**src/design/pra_pkg.sv**
```systemverilog
package pra_pkg;

  localparam int unsigned CoordW = 32;
  localparam int unsigned AngleW = 20;
  localparam int unsigned OffW   = 33;
  localparam int unsigned ZW     = 35;
  localparam int unsigned CzW    = 34;
  localparam int unsigned GainW  = 31;
  localparam int unsigned XW     = 51;
  localparam int unsigned RndW   = 35;
  localparam int unsigned SumW   = 36;
  localparam int unsigned AtanW  = 30;
  localparam int unsigned AtanLen = 32;

  // angles in radians, Q.30
  localparam logic signed [ZW-1:0] AngPi     = 35'sd3373259426;
  localparam logic signed [ZW-1:0] AngTwoPi  = 35'sd6746518852;
  localparam logic signed [ZW-1:0] AngHalfPi = 35'sd1686629713;

  // cordic gain 0.60725293 in Q.30
  localparam logic signed [GainW-1:0] GainQ30 = 31'sd652032874;

  localparam logic signed [XW-1:0] RoundHalf = 51'sd32768;

  localparam logic signed [SumW-1:0] SatMax = 36'sh07FFFFFFF;
  localparam logic signed [SumW-1:0] SatMin = -36'sh080000000;

  // atan(2^-i) in Q.30, truncated
  localparam logic [AtanW-1:0] AtanQ30 [AtanLen] = '{
    30'h3243F6A8, 30'h1DAC6705, 30'h0FADBAFC, 30'h07F56EA6,
    30'h03FEAB76, 30'h01FFD55B, 30'h00FFFAAA, 30'h007FFF55,
    30'h003FFFEA, 30'h001FFFFD, 30'h000FFFFF, 30'h0007FFFF,
    30'h0003FFFF, 30'h0001FFFF, 30'h0000FFFF, 30'h00007FFF,
    30'h00003FFF, 30'h00001FFF, 30'h00000FFF, 30'h000007FF,
    30'h000003FF, 30'h000001FF, 30'h000000FF, 30'h0000007F,
    30'h0000003F, 30'h0000001F, 30'h0000000F, 30'h00000008,
    30'h00000004, 30'h00000002, 30'h00000001, 30'h00000000
  };

  typedef struct packed {
    logic signed [CoordW-1:0] point_x;
    logic signed [CoordW-1:0] point_y;
    logic signed [CoordW-1:0] centre_x;
    logic signed [CoordW-1:0] centre_y;
    logic signed [AngleW-1:0] turn_angle;
  } in_t;

  typedef struct packed {
    logic signed [CoordW-1:0] rotated_x;
    logic signed [CoordW-1:0] rotated_y;
    logic                     clipped;
  } out_t;

  // what one cordic cell hands to the next
  typedef struct packed {
    logic signed [XW-1:0]     x;
    logic signed [XW-1:0]     y;
    logic signed [CzW-1:0]    z;
    logic signed [CoordW-1:0] cx;
    logic signed [CoordW-1:0] cy;
  } cell_t;

endpackage

```
**src/design/pra_post.sv**
```systemverilog
module pra_post (
  input  logic           clk_i,
  input  logic           rst_ni,
  input  logic           en_i,
  input  logic           valid_i,
  input  pra_pkg::cell_t cell_i,
  output logic           valid_o,
  output pra_pkg::out_t  data_o
);
  import pra_pkg::*;

  logic signed [XW-1:0]     rx_sum;
  logic signed [XW-1:0]     ry_sum;
  logic                     v1_q;
  logic signed [RndW-1:0]   rx1_q;
  logic signed [RndW-1:0]   ry1_q;
  logic signed [CoordW-1:0] cx1_q;
  logic signed [CoordW-1:0] cy1_q;
  logic signed [SumW-1:0]   sx;
  logic signed [SumW-1:0]   sy;
  logic                     hit_x;
  logic                     hit_y;
  out_t                     out_d;
  logic                     out_valid_q;
  out_t                     out_q;

  assign rx_sum = cell_i.x + RoundHalf;
  assign ry_sum = cell_i.y + RoundHalf;

  assign sx = $signed({rx1_q[RndW-1], rx1_q})
            + $signed({{(SumW-CoordW){cx1_q[CoordW-1]}}, cx1_q});
  assign sy = $signed({ry1_q[RndW-1], ry1_q})
            + $signed({{(SumW-CoordW){cy1_q[CoordW-1]}}, cy1_q});

  always_comb begin
    hit_x = 1'b0;
    hit_y = 1'b0;
    out_d.rotated_x = sx[CoordW-1:0];
    out_d.rotated_y = sy[CoordW-1:0];
    if (sx > SatMax) begin
      out_d.rotated_x = SatMax[CoordW-1:0];
      hit_x = 1'b1;
    end else if (sx < SatMin) begin
      out_d.rotated_x = SatMin[CoordW-1:0];
      hit_x = 1'b1;
    end
    if (sy > SatMax) begin
      out_d.rotated_y = SatMax[CoordW-1:0];
      hit_y = 1'b1;
    end else if (sy < SatMin) begin
      out_d.rotated_y = SatMin[CoordW-1:0];
      hit_y = 1'b1;
    end
    out_d.clipped = hit_x | hit_y;
  end

  always_ff @(posedge clk_i or negedge rst_ni) begin
    if (!rst_ni) begin
      v1_q        <= 1'b0;
      out_valid_q <= 1'b0;
    end else if (en_i) begin
      v1_q        <= valid_i;
      out_valid_q <= v1_q;
    end
  end

  always_ff @(posedge clk_i) begin
    if (en_i) begin
      rx1_q <= RndW'(rx_sum >>> 16);
      ry1_q <= RndW'(ry_sum >>> 16);
      cx1_q <= cell_i.cx;
      cy1_q <= cell_i.cy;
      out_q <= out_d;
    end
  end

  assign valid_o = out_valid_q;
  assign data_o  = out_q;

endmodule

```
**config.mk**
```make
export PLATFORM = sky130hd
export DESIGN_NAME = pra_post
export DESIGN_NICKNAME = d
export VERILOG_FILES = /design/src/design/pra_pkg.sv /design/src/design/pra_post.sv
export SDC_FILE = /design/constraint.sdc
export NUM_CORES = 1
export LEC_CHECK = 0
export ABC_AREA = 0
export BUFFER_PORTS_ARGS = -buffer_cell sky130_fd_sc_hd__clkbuf_2
export CAP_MARGIN = 0
export CORE_MARGIN = 3
export CORE_UTILIZATION = 55
export DETAILED_ROUTE_END_ITERATION = 8
export GPL_TIMING_DRIVEN = 0
export HOLD_SLACK_MARGIN = 0.06
export PLACE_DENSITY_LB_ADDON = 0.1
export SYNTH_ARGS = -nofsm -noshare
export SYNTH_HDL_FRONTEND = slang
export SYNTH_SLANG_ARGS = --single-unit
```
**constraint.sdc**
```tcl
create_clock -name clk_i -period 4.4 [get_ports clk_i]
set_input_delay 0.88 -clock clk_i [delete_from_list [all_inputs] [get_ports clk_i]]
set_output_delay 0.88 -clock clk_i [all_outputs]
set_load 0.01 [all_outputs]
```
==> results.toml <==
[timing]
slew_violations = 0
fin_skew_ns = 0.0111
worst_pin_slew_ns = 0.809
min_period_ns = 3.89
fin_crit_sh_pct = 88.5
final-setup-viol-count = 0
fin_ws_ns = 0.508
maxSlewHeadroom_pct = 45.6
hold_viol = 0
fmax_mhz = 257
rsz0062_at_grt = "false"

[yosys]
async_flop_share_pct = 0.995
synth_cells = 1007
ys_seq_elements = 201
yosysMostFrequentCell = "edfxtp_1"
synth_top_area_share_pct = 51.1
synth_top_cells_by_area = "edfxtp_1 (51%), ha_1 (7.7%), xnor2_1 (6.0%)"
avgSynthCellArea_um2 = 11.6
synth_warnings = 0
yosysUniqueCellTypes = 79
synth.net_count = 1285
synth_edf_count = 199
synth_commonest_cells = "edfxtp_1 (199), a21oi_1 (81), xnor2_1 (80), ha_1 (72), nand2_1 (65)"
synth_top_cell_by_area = "edfxtp_1"
synth_area_mm2 = 0.0117
yosys_most_used_dff = "edfxtp_1"
ys_seq_area_share_pct = 51.5

[layout]
diodes = 0
area_growth_pct = 17.9
final_nets = 1515
drive_gt1_share_pct = 24.6
post-route-util_pct = 67.1
fillCellCount = 1632

[routing]
first_pass_iters = 5
drtIter0Drc = 557
drc_errors = 0
via_per_inst = 5.77
finalWirelength_mm = 26.0
antenna_left = 0
vias = 8784
post_drt_wl_per_cell_um = 17.1

[cts]
cts_tree = "yes"
cts_resized = 0
numCtsBuffers = 22
clk_pin_slew_ns = 0.06
post_cts_buffers = 0
clockBufferDepth = 3
insertion_delay_ns = 0.50
h-tree-depth = 1
cts_sinks = 201
clock-root-buffer = "clkbuf_16"
hold_buffers = 0

[setup_path]
r2r-end = "data_o[43]"
reg2reg_depth = 11
rrSetupSlack_ns = 0.51
crit_start = "rx1_q[15]"
r2r_start = "rx1_q[15]"
crit_path_end_kind = "flip-flop"
slowest_stage = "o41ai_4"
cp_top_family = "compound AO/OA/AOI/OAI gates"
required_ns = 4.59
cp.arrival_ns = 4.08
cp_max_fo = 10
worst-setup-path-type = "flip-flop to flip-flop"
crit_path_start_kind = "flip-flop"
crit_buf_inv = 2
crit_chain = "ha_1 -> clkbuf_1 -> nand4_1 -> or2_2 -> o41ai_1 -> a21oi_1 -> a21oi_1 -> xor2_1 -> o41ai_4 -> clkbuf_1 -> o21ai_0"
slowest_delay_ns = 0.50

[global_routing]
grt-ovfl-total = 0
grt_antenna_before_repair = 1
grt_pass1_vias = 8461
grt_pass1_wl_mm = 42.1
grt_max_degree = 122
grt_usage_pct = 21.9

[status]
status = "finished, final reports clean"

[power]
ir_drop_mv = 0.272
powerDensity_mw_per_mm2 = 430
p_leak_uw = 0.00547

[job]
cap_violations = 0

[hold_path]
hold_path_class = "input pin to asynchronous set/reset pin"

[die]
core_area_mm2 = 0.0206
initial_core_util_pct = 56.9
die_area_mm2 = 0.0231
rows = 52
chipHeight_um = 152
ios = 270
dieWidth_um = 152

[placed_design]
port_buffers = 205
dp_hpwl_mm = 19.9
globalplace.congestion = 0.934
place_ws_ns = 0.596
state kept, by name, summed over array words and instances (netlist names):
signal	flops
ry1_q	35
cy1_q	32
data_o	65
v1_q	1
cx1_q	32
rx1_q	35
valid_o	1
stage by stage:
stage                     hold slack, ns  instances  area [um^2]  setup TNS, ns  total power (uW)
after floorplan                    0.475       1007        11700              0              3660
after global placement             0.489       1482        13100         -85.76              4180
after detailed placement           0.502       1483        13100              0              4190
after CTS                          0.131       1523        13800              0              5990
after global routing               0.134       1523        13800              0              6270
final                              0.153       1523        13800              0              5940
worst max-delay path by stage:
stage,cells past startpoint,to,slack (ns)
final,11,data_o[43],0.51
after detailed placement,11,data_o[43],0.60
after global routing,12,data_o[43],0.21
after global placement,2,v1_q,-0.60
after floorplan,13,data_o[26],1.08
after CTS,11,data_o[43],0.56
per-layer routing:
layer | vias to the layer above | global-route usage (%) | share of wire (%)
met5 | - | 0 | 0.050
met4 | 2 | 4.92 | 1.9
met3 | 37 | 4.38 | 7.8
met2 | 308 | 34.2 | 45
met1 | 4114 | 32.1 | 45
li1 | 4323 | - | -
layout by cell type, fill, tap and decap left out, types with 11 or more instances in the layout:
cell type,count
a21o_1,31
a21oi_1,81
and3_1,13
clkbuf_1,15
clkbuf_16,23
clkbuf_2,205
edfxtp_1,199
ha_1,72
inv_1,21
nand2_1,65
nand3_1,45
nand4_1,29
nor2_1,50
nor3_1,11
o21ai_0,53
o21ai_2,23
o21bai_1,13
xnor2_1,80
xor2_1,50
cells by family (layout without fill, tap and decap cells):
family	count (synthesis)	in the layout	share of synthesized area, %
XOR/XNOR	130	130	9.73
AO/OA/AOI/OAI	285	285	16.6
multiplexers	5	5	0.460
buffers and inverters	52	298	2.42
adder cells (fa/ha/maj)	74	74	8.04
flip-flops	201	201	51.5
AND/OR/NAND/NOR	260	260	11.2
layout make-up:
cell class                      count  area [um^2]  area share (%)
Tap cell                          270          338            2.45
Clock buffer                       29          598            4.34
Timing Repair Buffer              206         1060            7.70
Multi-Input combinational cell    754         5390            39.1
Buffer                             31          204            1.48
Sequential cell                   201         6030            43.7
Clock inverter                     11         98.8           0.716
Inverter                           21         78.8           0.571
where the power goes:
part / leakage (uW) / internal, uW / switching, uW
clock: 0.000342 / 1070 / 712
sequential: 0.00194 / 2420 / 81.0
combinational: 0.00319 / 675 / 982
No activity file was read; power rests on OpenSTA's default activity.
