==> src/design/pra_pkg.sv <==
package pra_pkg;

  localparam int unsigned CoordW = 32;
  localparam int unsigned AngleW = 20;
  localparam int unsigned OffW   = 33;
  localparam int unsigned ZW     = 35;
  localparam int unsigned CzW    = 34;
  localparam int unsigned GainW  = 31;
  localparam int unsigned XW     = 51;
  localparam int unsigned RndW   = 35;
  localparam int unsigned SumW   = 36;
  localparam int unsigned AtanW  = 30;
  localparam int unsigned AtanLen = 32;

  // angles in radians, Q.30
  localparam logic signed [ZW-1:0] AngPi     = 35'sd3373259426;
  localparam logic signed [ZW-1:0] AngTwoPi  = 35'sd6746518852;
  localparam logic signed [ZW-1:0] AngHalfPi = 35'sd1686629713;

  // cordic gain 0.60725293 in Q.30
  localparam logic signed [GainW-1:0] GainQ30 = 31'sd652032874;

  localparam logic signed [XW-1:0] RoundHalf = 51'sd32768;

  localparam logic signed [SumW-1:0] SatMax = 36'sh07FFFFFFF;
  localparam logic signed [SumW-1:0] SatMin = -36'sh080000000;

  // atan(2^-i) in Q.30, truncated
  localparam logic [AtanW-1:0] AtanQ30 [AtanLen] = '{
    30'h3243F6A8, 30'h1DAC6705, 30'h0FADBAFC, 30'h07F56EA6,
    30'h03FEAB76, 30'h01FFD55B, 30'h00FFFAAA, 30'h007FFF55,
    30'h003FFFEA, 30'h001FFFFD, 30'h000FFFFF, 30'h0007FFFF,
    30'h0003FFFF, 30'h0001FFFF, 30'h0000FFFF, 30'h00007FFF,
    30'h00003FFF, 30'h00001FFF, 30'h00000FFF, 30'h000007FF,
    30'h000003FF, 30'h000001FF, 30'h000000FF, 30'h0000007F,
    30'h0000003F, 30'h0000001F, 30'h0000000F, 30'h00000008,
    30'h00000004, 30'h00000002, 30'h00000001, 30'h00000000
  };

  typedef struct packed {
    logic signed [CoordW-1:0] point_x;
    logic signed [CoordW-1:0] point_y;
    logic signed [CoordW-1:0] centre_x;
    logic signed [CoordW-1:0] centre_y;
    logic signed [AngleW-1:0] turn_angle;
  } in_t;

  typedef struct packed {
    logic signed [CoordW-1:0] rotated_x;
    logic signed [CoordW-1:0] rotated_y;
    logic                     clipped;
  } out_t;

  // what one cordic cell hands to the next
  typedef struct packed {
    logic signed [XW-1:0]     x;
    logic signed [XW-1:0]     y;
    logic signed [CzW-1:0]    z;
    logic signed [CoordW-1:0] cx;
    logic signed [CoordW-1:0] cy;
  } cell_t;

endpackage

==> src/design/pra_prep.sv <==
module pra_prep (
  input  logic           clk_i,
  input  logic           rst_ni,
  input  logic           en_i,
  input  logic           valid_i,
  input  pra_pkg::in_t   data_i,
  output logic           valid_o,
  output pra_pkg::cell_t cell_o
);
  import pra_pkg::*;

  // stage 1: offset and angle reduction
  logic signed [ZW-1:0]     z_raw;
  logic signed [ZW-1:0]     z1_d;
  logic signed [OffW-1:0]   dx1_d;
  logic signed [OffW-1:0]   dy1_d;
  logic                     v1_q;
  logic signed [ZW-1:0]     z1_q;
  logic signed [OffW-1:0]   dx1_q;
  logic signed [OffW-1:0]   dy1_q;
  logic signed [CoordW-1:0] cx1_q;
  logic signed [CoordW-1:0] cy1_q;

  // stage 2: quadrant fold
  logic signed [ZW-1:0]     z2_d;
  logic signed [OffW-1:0]   dx2_d;
  logic signed [OffW-1:0]   dy2_d;
  logic                     v2_q;
  logic signed [CzW-1:0]    z2_q;
  logic signed [OffW-1:0]   dx2_q;
  logic signed [OffW-1:0]   dy2_q;
  logic signed [CoordW-1:0] cx2_q;
  logic signed [CoordW-1:0] cy2_q;

  // stage 3: gain
  logic signed [OffW+GainW-1:0] prod_x;
  logic signed [OffW+GainW-1:0] prod_y;
  logic                         v3_q;
  cell_t                        cell_q;

  assign z_raw = $signed({{(ZW-AngleW-14){data_i.turn_angle[AngleW-1]}},
                          data_i.turn_angle, 14'b0});

  assign dx1_d = $signed({data_i.point_x[CoordW-1], data_i.point_x})
               - $signed({data_i.centre_x[CoordW-1], data_i.centre_x});
  assign dy1_d = $signed({data_i.point_y[CoordW-1], data_i.point_y})
               - $signed({data_i.centre_y[CoordW-1], data_i.centre_y});

  always_comb begin
    z1_d = z_raw;
    if (z_raw > AngPi) begin
      z1_d = z_raw - AngTwoPi;
    end else if (z_raw <= -AngPi) begin
      z1_d = z_raw + AngTwoPi;
    end
  end

  // fold into the right half plane, turning the offset by pi
  always_comb begin
    z2_d  = z1_q;
    dx2_d = dx1_q;
    dy2_d = dy1_q;
    if (z1_q > AngHalfPi) begin
      z2_d  = z1_q - AngPi;
      dx2_d = -dx1_q;
      dy2_d = -dy1_q;
    end else if (z1_q < -AngHalfPi) begin
      z2_d  = z1_q + AngPi;
      dx2_d = -dx1_q;
      dy2_d = -dy1_q;
    end
  end

  assign prod_x = dx2_q * GainQ30;
  assign prod_y = dy2_q * GainQ30;

  always_ff @(posedge clk_i or negedge rst_ni) begin
    if (!rst_ni) begin
      v1_q <= 1'b0;
      v2_q <= 1'b0;
      v3_q <= 1'b0;
    end else if (en_i) begin
      v1_q <= valid_i;
      v2_q <= v1_q;
      v3_q <= v2_q;
    end
  end

  always_ff @(posedge clk_i) begin
    if (en_i) begin
      z1_q      <= z1_d;
      dx1_q     <= dx1_d;
      dy1_q     <= dy1_d;
      cx1_q     <= data_i.centre_x;
      cy1_q     <= data_i.centre_y;
      z2_q      <= z2_d[CzW-1:0];
      dx2_q     <= dx2_d;
      dy2_q     <= dy2_d;
      cx2_q     <= cx1_q;
      cy2_q     <= cy1_q;
      cell_q.x  <= XW'(prod_x >>> 14);
      cell_q.y  <= XW'(prod_y >>> 14);
      cell_q.z  <= z2_q;
      cell_q.cx <= cx2_q;
      cell_q.cy <= cy2_q;
    end
  end

  assign valid_o = v3_q;
  assign cell_o  = cell_q;

endmodule

==> config.mk <==
export PLATFORM = sky130hd
export DESIGN_NAME = pra_prep
export DESIGN_NICKNAME = d
export VERILOG_FILES = /design/src/design/pra_pkg.sv /design/src/design/pra_prep.sv
export SDC_FILE = /design/constraint.sdc
export NUM_CORES = 2
export LEC_CHECK = 0
export BUFFER_PORTS_ARGS = -buffer_cell sky130_fd_sc_hd__buf_2
export CORE_MARGIN = 1.5
export CORE_UTILIZATION = 33
export CTS_CLUSTER_SIZE = 30
export DETAILED_ROUTE_END_ITERATION = 7
export GPL_TIMING_DRIVEN = 0
export PLACE_DENSITY = 0.51
export SYNTH_ARGS = -nofsm -noshare
export SYNTH_HDL_FRONTEND = slang
export SYNTH_SLANG_ARGS = --single-unit
==> constraint.sdc <==
create_clock -name clk_i -period 9.2 [get_ports clk_i]
set_input_delay 0.46 -clock clk_i [delete_from_list [all_inputs] [get_ports clk_i]]
set_output_delay 0.46 -clock clk_i [all_outputs]
set_load 0.03 [all_outputs]
==> summary.md <==
| Metric | Value |
|---|---|
| Status | complete, no violations |
| CTS clock-pin slew for the worst setup and hold paths | 0.06 ns |
| Cell count after synthesis | 5,708 |
| Die height | 434.7 um |
| Row count | approximately 160 |
| DP HPWL | roughly 160 mm |
| Syn Nets | around 7,600 |
| Initial core utilization | 0.3320 |
| Slew Limit Fails | 0 |
| Congestion Overflow GR | 0 |
| Initial DRC count | roughly 2,400 |
| FF-to-FF Start | dx2_q[11]$_DFFE_PP_ |
| Min-Delay Path Class | in2async |
| Worst Setup SP | dx2_q[11]$_DFFE_PP_ |
| Total CTS buffers | 68 |
| Final hold vios | 0 |
| Met1 Resource Use GR | 0.2738 |
| Drt wl/cell | between 20 and 25 um |
| Peak Freq | between 100 and 150 MHz |
| CTS Sinks | between 500 and 600 |
| CP endpoint kind | register |
| Largest net degree at the start of global routing | approximately 120 |
| Clk_skew | ~0.041 ns |
| Setup violations, final | 0 |
| WHS | 0.08964 ns |
| Later-pin clock latency in the skew report | ~0.71 ns |
| Final nets | about 8,000 |
| CTS tree | built |
| Post-Route WL | 189.8 mm |
| CP Capture Point | cell_o[180]$_DFFE_PP_ |
| DR vias | around 41,000 |
| Seq/Total Area, Yosys | 0.2493 |
| Arr. time, crit path | between 9 and 10 ns |
| Gr busiest metal | met2 |
| # fillers | ~19,000 |
| RSZ-0062 raised after global routing | false |
| Slew headroom | 0.1033 |
| Non-Filler Instances | between 8,000 and 9,000 |
| Synth Flop Type | edfxtp_1 |
| Vias in the first global route | 43,455 |
| R2R cell count | 27 |
| Worst slew pin tran | approximately 1.3 ns |
| Ports | roughly 350 |
| Proportion of layout cells with a drive suffix above 1 | 0.08404 |
| Die width | 434.7 um |
| DR vias/cell | approximately 4.7 |
| Initial antenna violation count | 11 |
| Synthesized area | between 60,000 and 70,000 um2 |
| MaxCap Viol Count | 0 |
| Met2 Usage GRT | 0.3341 |
| All-Layer GR Usage | 0.2043 |
| Crit Path Max Fanout | 8 |
| R2R Setup Slk | between 0.3 and 0.4 ns |
| Fin util | 0.3749 |
| Port Buf Inserts | 345 |
| Worst r2r dst | cell_o[180]$_DFFE_PP_ |
| Kind of critical path | reg2reg |
| DRT Pass-1 Iters | 7 |
| Final GP Congestion | approximately 0.95 |
| Critical Path RT | 9.62 ns |
| Antenna-violating nets left | 0 |
| Post-synth EDFFs | a little over 500 |
| First-pass GRT wire length | 281.9 mm |
| Core box area | roughly 190,000 um2 |
| # H-tree levels | 3 |
| Area delta synth->final | 12.94% |
| Setup TNS | 0 ns |
| Synthesis Warnings | 0 |
| CP Launch Type | register |
| Async set-reset flop share out of synthesis | 0.005871 |
| Distinct cells, synth | 82 |
| Root Buffer | clkbuf_16 |
| GRT met3 Usage | 0.02308 |
| Die area | around 190,000 um2 |
| Placed Cells | 8,542 |
| Max Root-Sink Buffers | 3 |
| Drt drc | 0 |
| FF+latch count, synth | between 500 and 600 |
| Mean Syn Cell Area | around 11 um2 |
| Post-layout min period | between 8 and 9 ns |
| Period utilization | 0.9623 |
[cells in the mapped netlist (all sizes together), types with 13 or more instances]
cell,n,area share
a211oi,19,0.0023
a21o,140,0.017
a21oi,270,0.022
a22oi,14,0.0017
a31oi,26,0.0026
and2,23,0.0023
and3,34,0.0035
buf,17,0.0017
clkbuf,75,0.0046
edfxtp,508,0.25
fa,865,0.28
ha,836,0.17
inv,1454,0.089
nand2,171,0.010
nand2b,23,0.0023
nand3,60,0.0049
nand4,31,0.0032
nor2,172,0.011
nor2b,49,0.0050
nor3,42,0.0034
nor4,13,0.0016
o21a,23,0.0028
o21ai,161,0.013
o21bai,18,0.0022
o31ai,25,0.0031
or4,15,0.0020
xnor2,222,0.032
xor2,227,0.032
[final cells by class]
class | instances | area [um2] | area share
multi-input combinational | 3650 | 40380 | 0.5813
sequential | 511 | 15330 | 0.2207
inverter | 1455 | 5463 | 0.07865
tap | 2480 | 3103 | 0.04468
timing repair buffer | 414 | 2575 | 0.03708
clock buffer | 76 | 1753 | 0.02524
clock inverter | 42 | 471.7 | 0.006792
buffer | 87 | 370.4 | 0.005332
antenna | 5 | 12.51 | 0.0001802
[repair_timing]
action / in CTS / in global routing
resized for setup: 4 / 9
setup endpoints to repair: 10 / 14
hold endpoints to repair: 61 / 0
hold buffers: 59 / 0
setup buffers: 0 / 1
pin swaps: 0 / 1
gates cloned: 0 / 0
[state kept, by name (all words and copies together), names as in the netlist]
| register | cells |
|---|---|
| dy2_q | 33 |
| v2_q | 1 |
| dy1_q | 33 |
| cx1_q | 32 |
| dx2_q | 33 |
| z1_q | 24 |
| cell_o | 194 |
| cy2_q | 32 |
| v1_q | 1 |
| dx1_q | 33 |
| valid_o | 1 |
| cy1_q | 32 |
| z2_q | 30 |
| cx2_q | 32 |
[per-layer routing]
layer	part of all wire	routed length [um]
met5	0.000058	11
met4	0.045	8522
met3	0.041	7860
met2	0.47	89450
met1	0.44	83940
[worst min-delay path by stage]
stage          cells past startpoint             endpoint  slack, ns        from
5_1_grt                            1   cx1_q[8]$_DFFE_PP_       0.04  data_i[60]
6_report                           2  valid_o$_DFFE_PN0P_       0.09      rst_ni
2_1_floorplan                      0     v1_q$_DFFE_PN0P_       0.16      rst_ni
3_3_place_gp                       1  valid_o$_DFFE_PN0P_       0.26      rst_ni
4_1_cts                            2     v1_q$_DFFE_PN0P_       0.01      rst_ni
3_5_place_dp                       1  valid_o$_DFFE_PN0P_       0.26      rst_ni
[per-stage QoR]
step                setup slack [ns]  instance area, um2
floorplan                      1.263               61500
CTS                          0.05352               69420
global placement              -1.126               66330
detailed placement           -0.4600               66580
global route                 0.01936               69450
finish                        0.3466               69450
[worst max-delay path, cell delays in order, from the launching register on]
cell and delay (ns):
edfxtp_1 0.60, ha_1 0.41, clkbuf_1 0.36, xor2_1 0.18, ha_1 0.26, a21oi_2 0.27
inv_1 0.08, ha_1 0.28, inv_1 0.05, fa_1 0.52, inv_1 0.05, fa_1 0.52
fa_1 0.44, fa_1 0.54, inv_1 0.05, fa_1 0.52, inv_1 0.04, ha_1 0.38
and2_1 0.24, a21o_1 0.19, a221oi_1 0.29, o21ai_2 0.20, a221o_1 0.43, a221o_1 0.45
a21oi_2 0.32, o21ai_1 0.34, a31oi_1 0.29, xnor2_1 0.27
[cell families (layout without fill, tap and decap cells)]
logic type / Yosys count / in the layout / share of synthesized area
compound gates: 807 / 807 / 0.08297
mux: 10 / 10 / 0.001709
xor+xnor: 449 / 449 / 0.06395
other cells: 1 / 6 / 0.00006098
simple gates: 682 / 682 / 0.05526
fa+ha+maj: 1701 / 1701 / 0.4517
flops: 511 / 511 / 0.2493
buf+inv: 1547 / 2074 / 0.09510
[layout by cell type, fill, tap and decap left out, types with 11 or more instances in the layout]
master | Yosys | layout
nand4_1 | 31 | 31
o21ai_0 | 155 | 153
dlygate4sd3_1 | 0 | 59
a31oi_1 | 26 | 26
xnor2_1 | 222 | 222
a211oi_1 | 19 | 19
clkbuf_1 | 74 | 74
and3_1 | 34 | 34
o21bai_1 | 18 | 18
or4_1 | 11 | 11
edfxtp_1 | 508 | 508
nor2_1 | 171 | 170
nor4_1 | 12 | 12
nor2b_1 | 49 | 49
o31ai_1 | 25 | 24
fa_1 | 865 | 865
xor2_1 | 227 | 226
a22oi_1 | 14 | 14
buf_2 | 8 | 352
nor3_1 | 42 | 42
a21oi_1 | 268 | 264
ha_1 | 836 | 836
and2_1 | 23 | 23
nand2b_1 | 23 | 23
clkinv_2 | 0 | 12
nand2_1 | 170 | 170
o21a_1 | 23 | 23
inv_1 | 1453 | 1452
a21o_1 | 140 | 140
nand3_1 | 60 | 60
or2_2 | 11 | 11
a22o_1 | 11 | 11
clkbuf_16 | 0 | 69
Power is not shown: default switching activity piles up to over one toggle a cycle in this logic, so the estimate is an artifact.
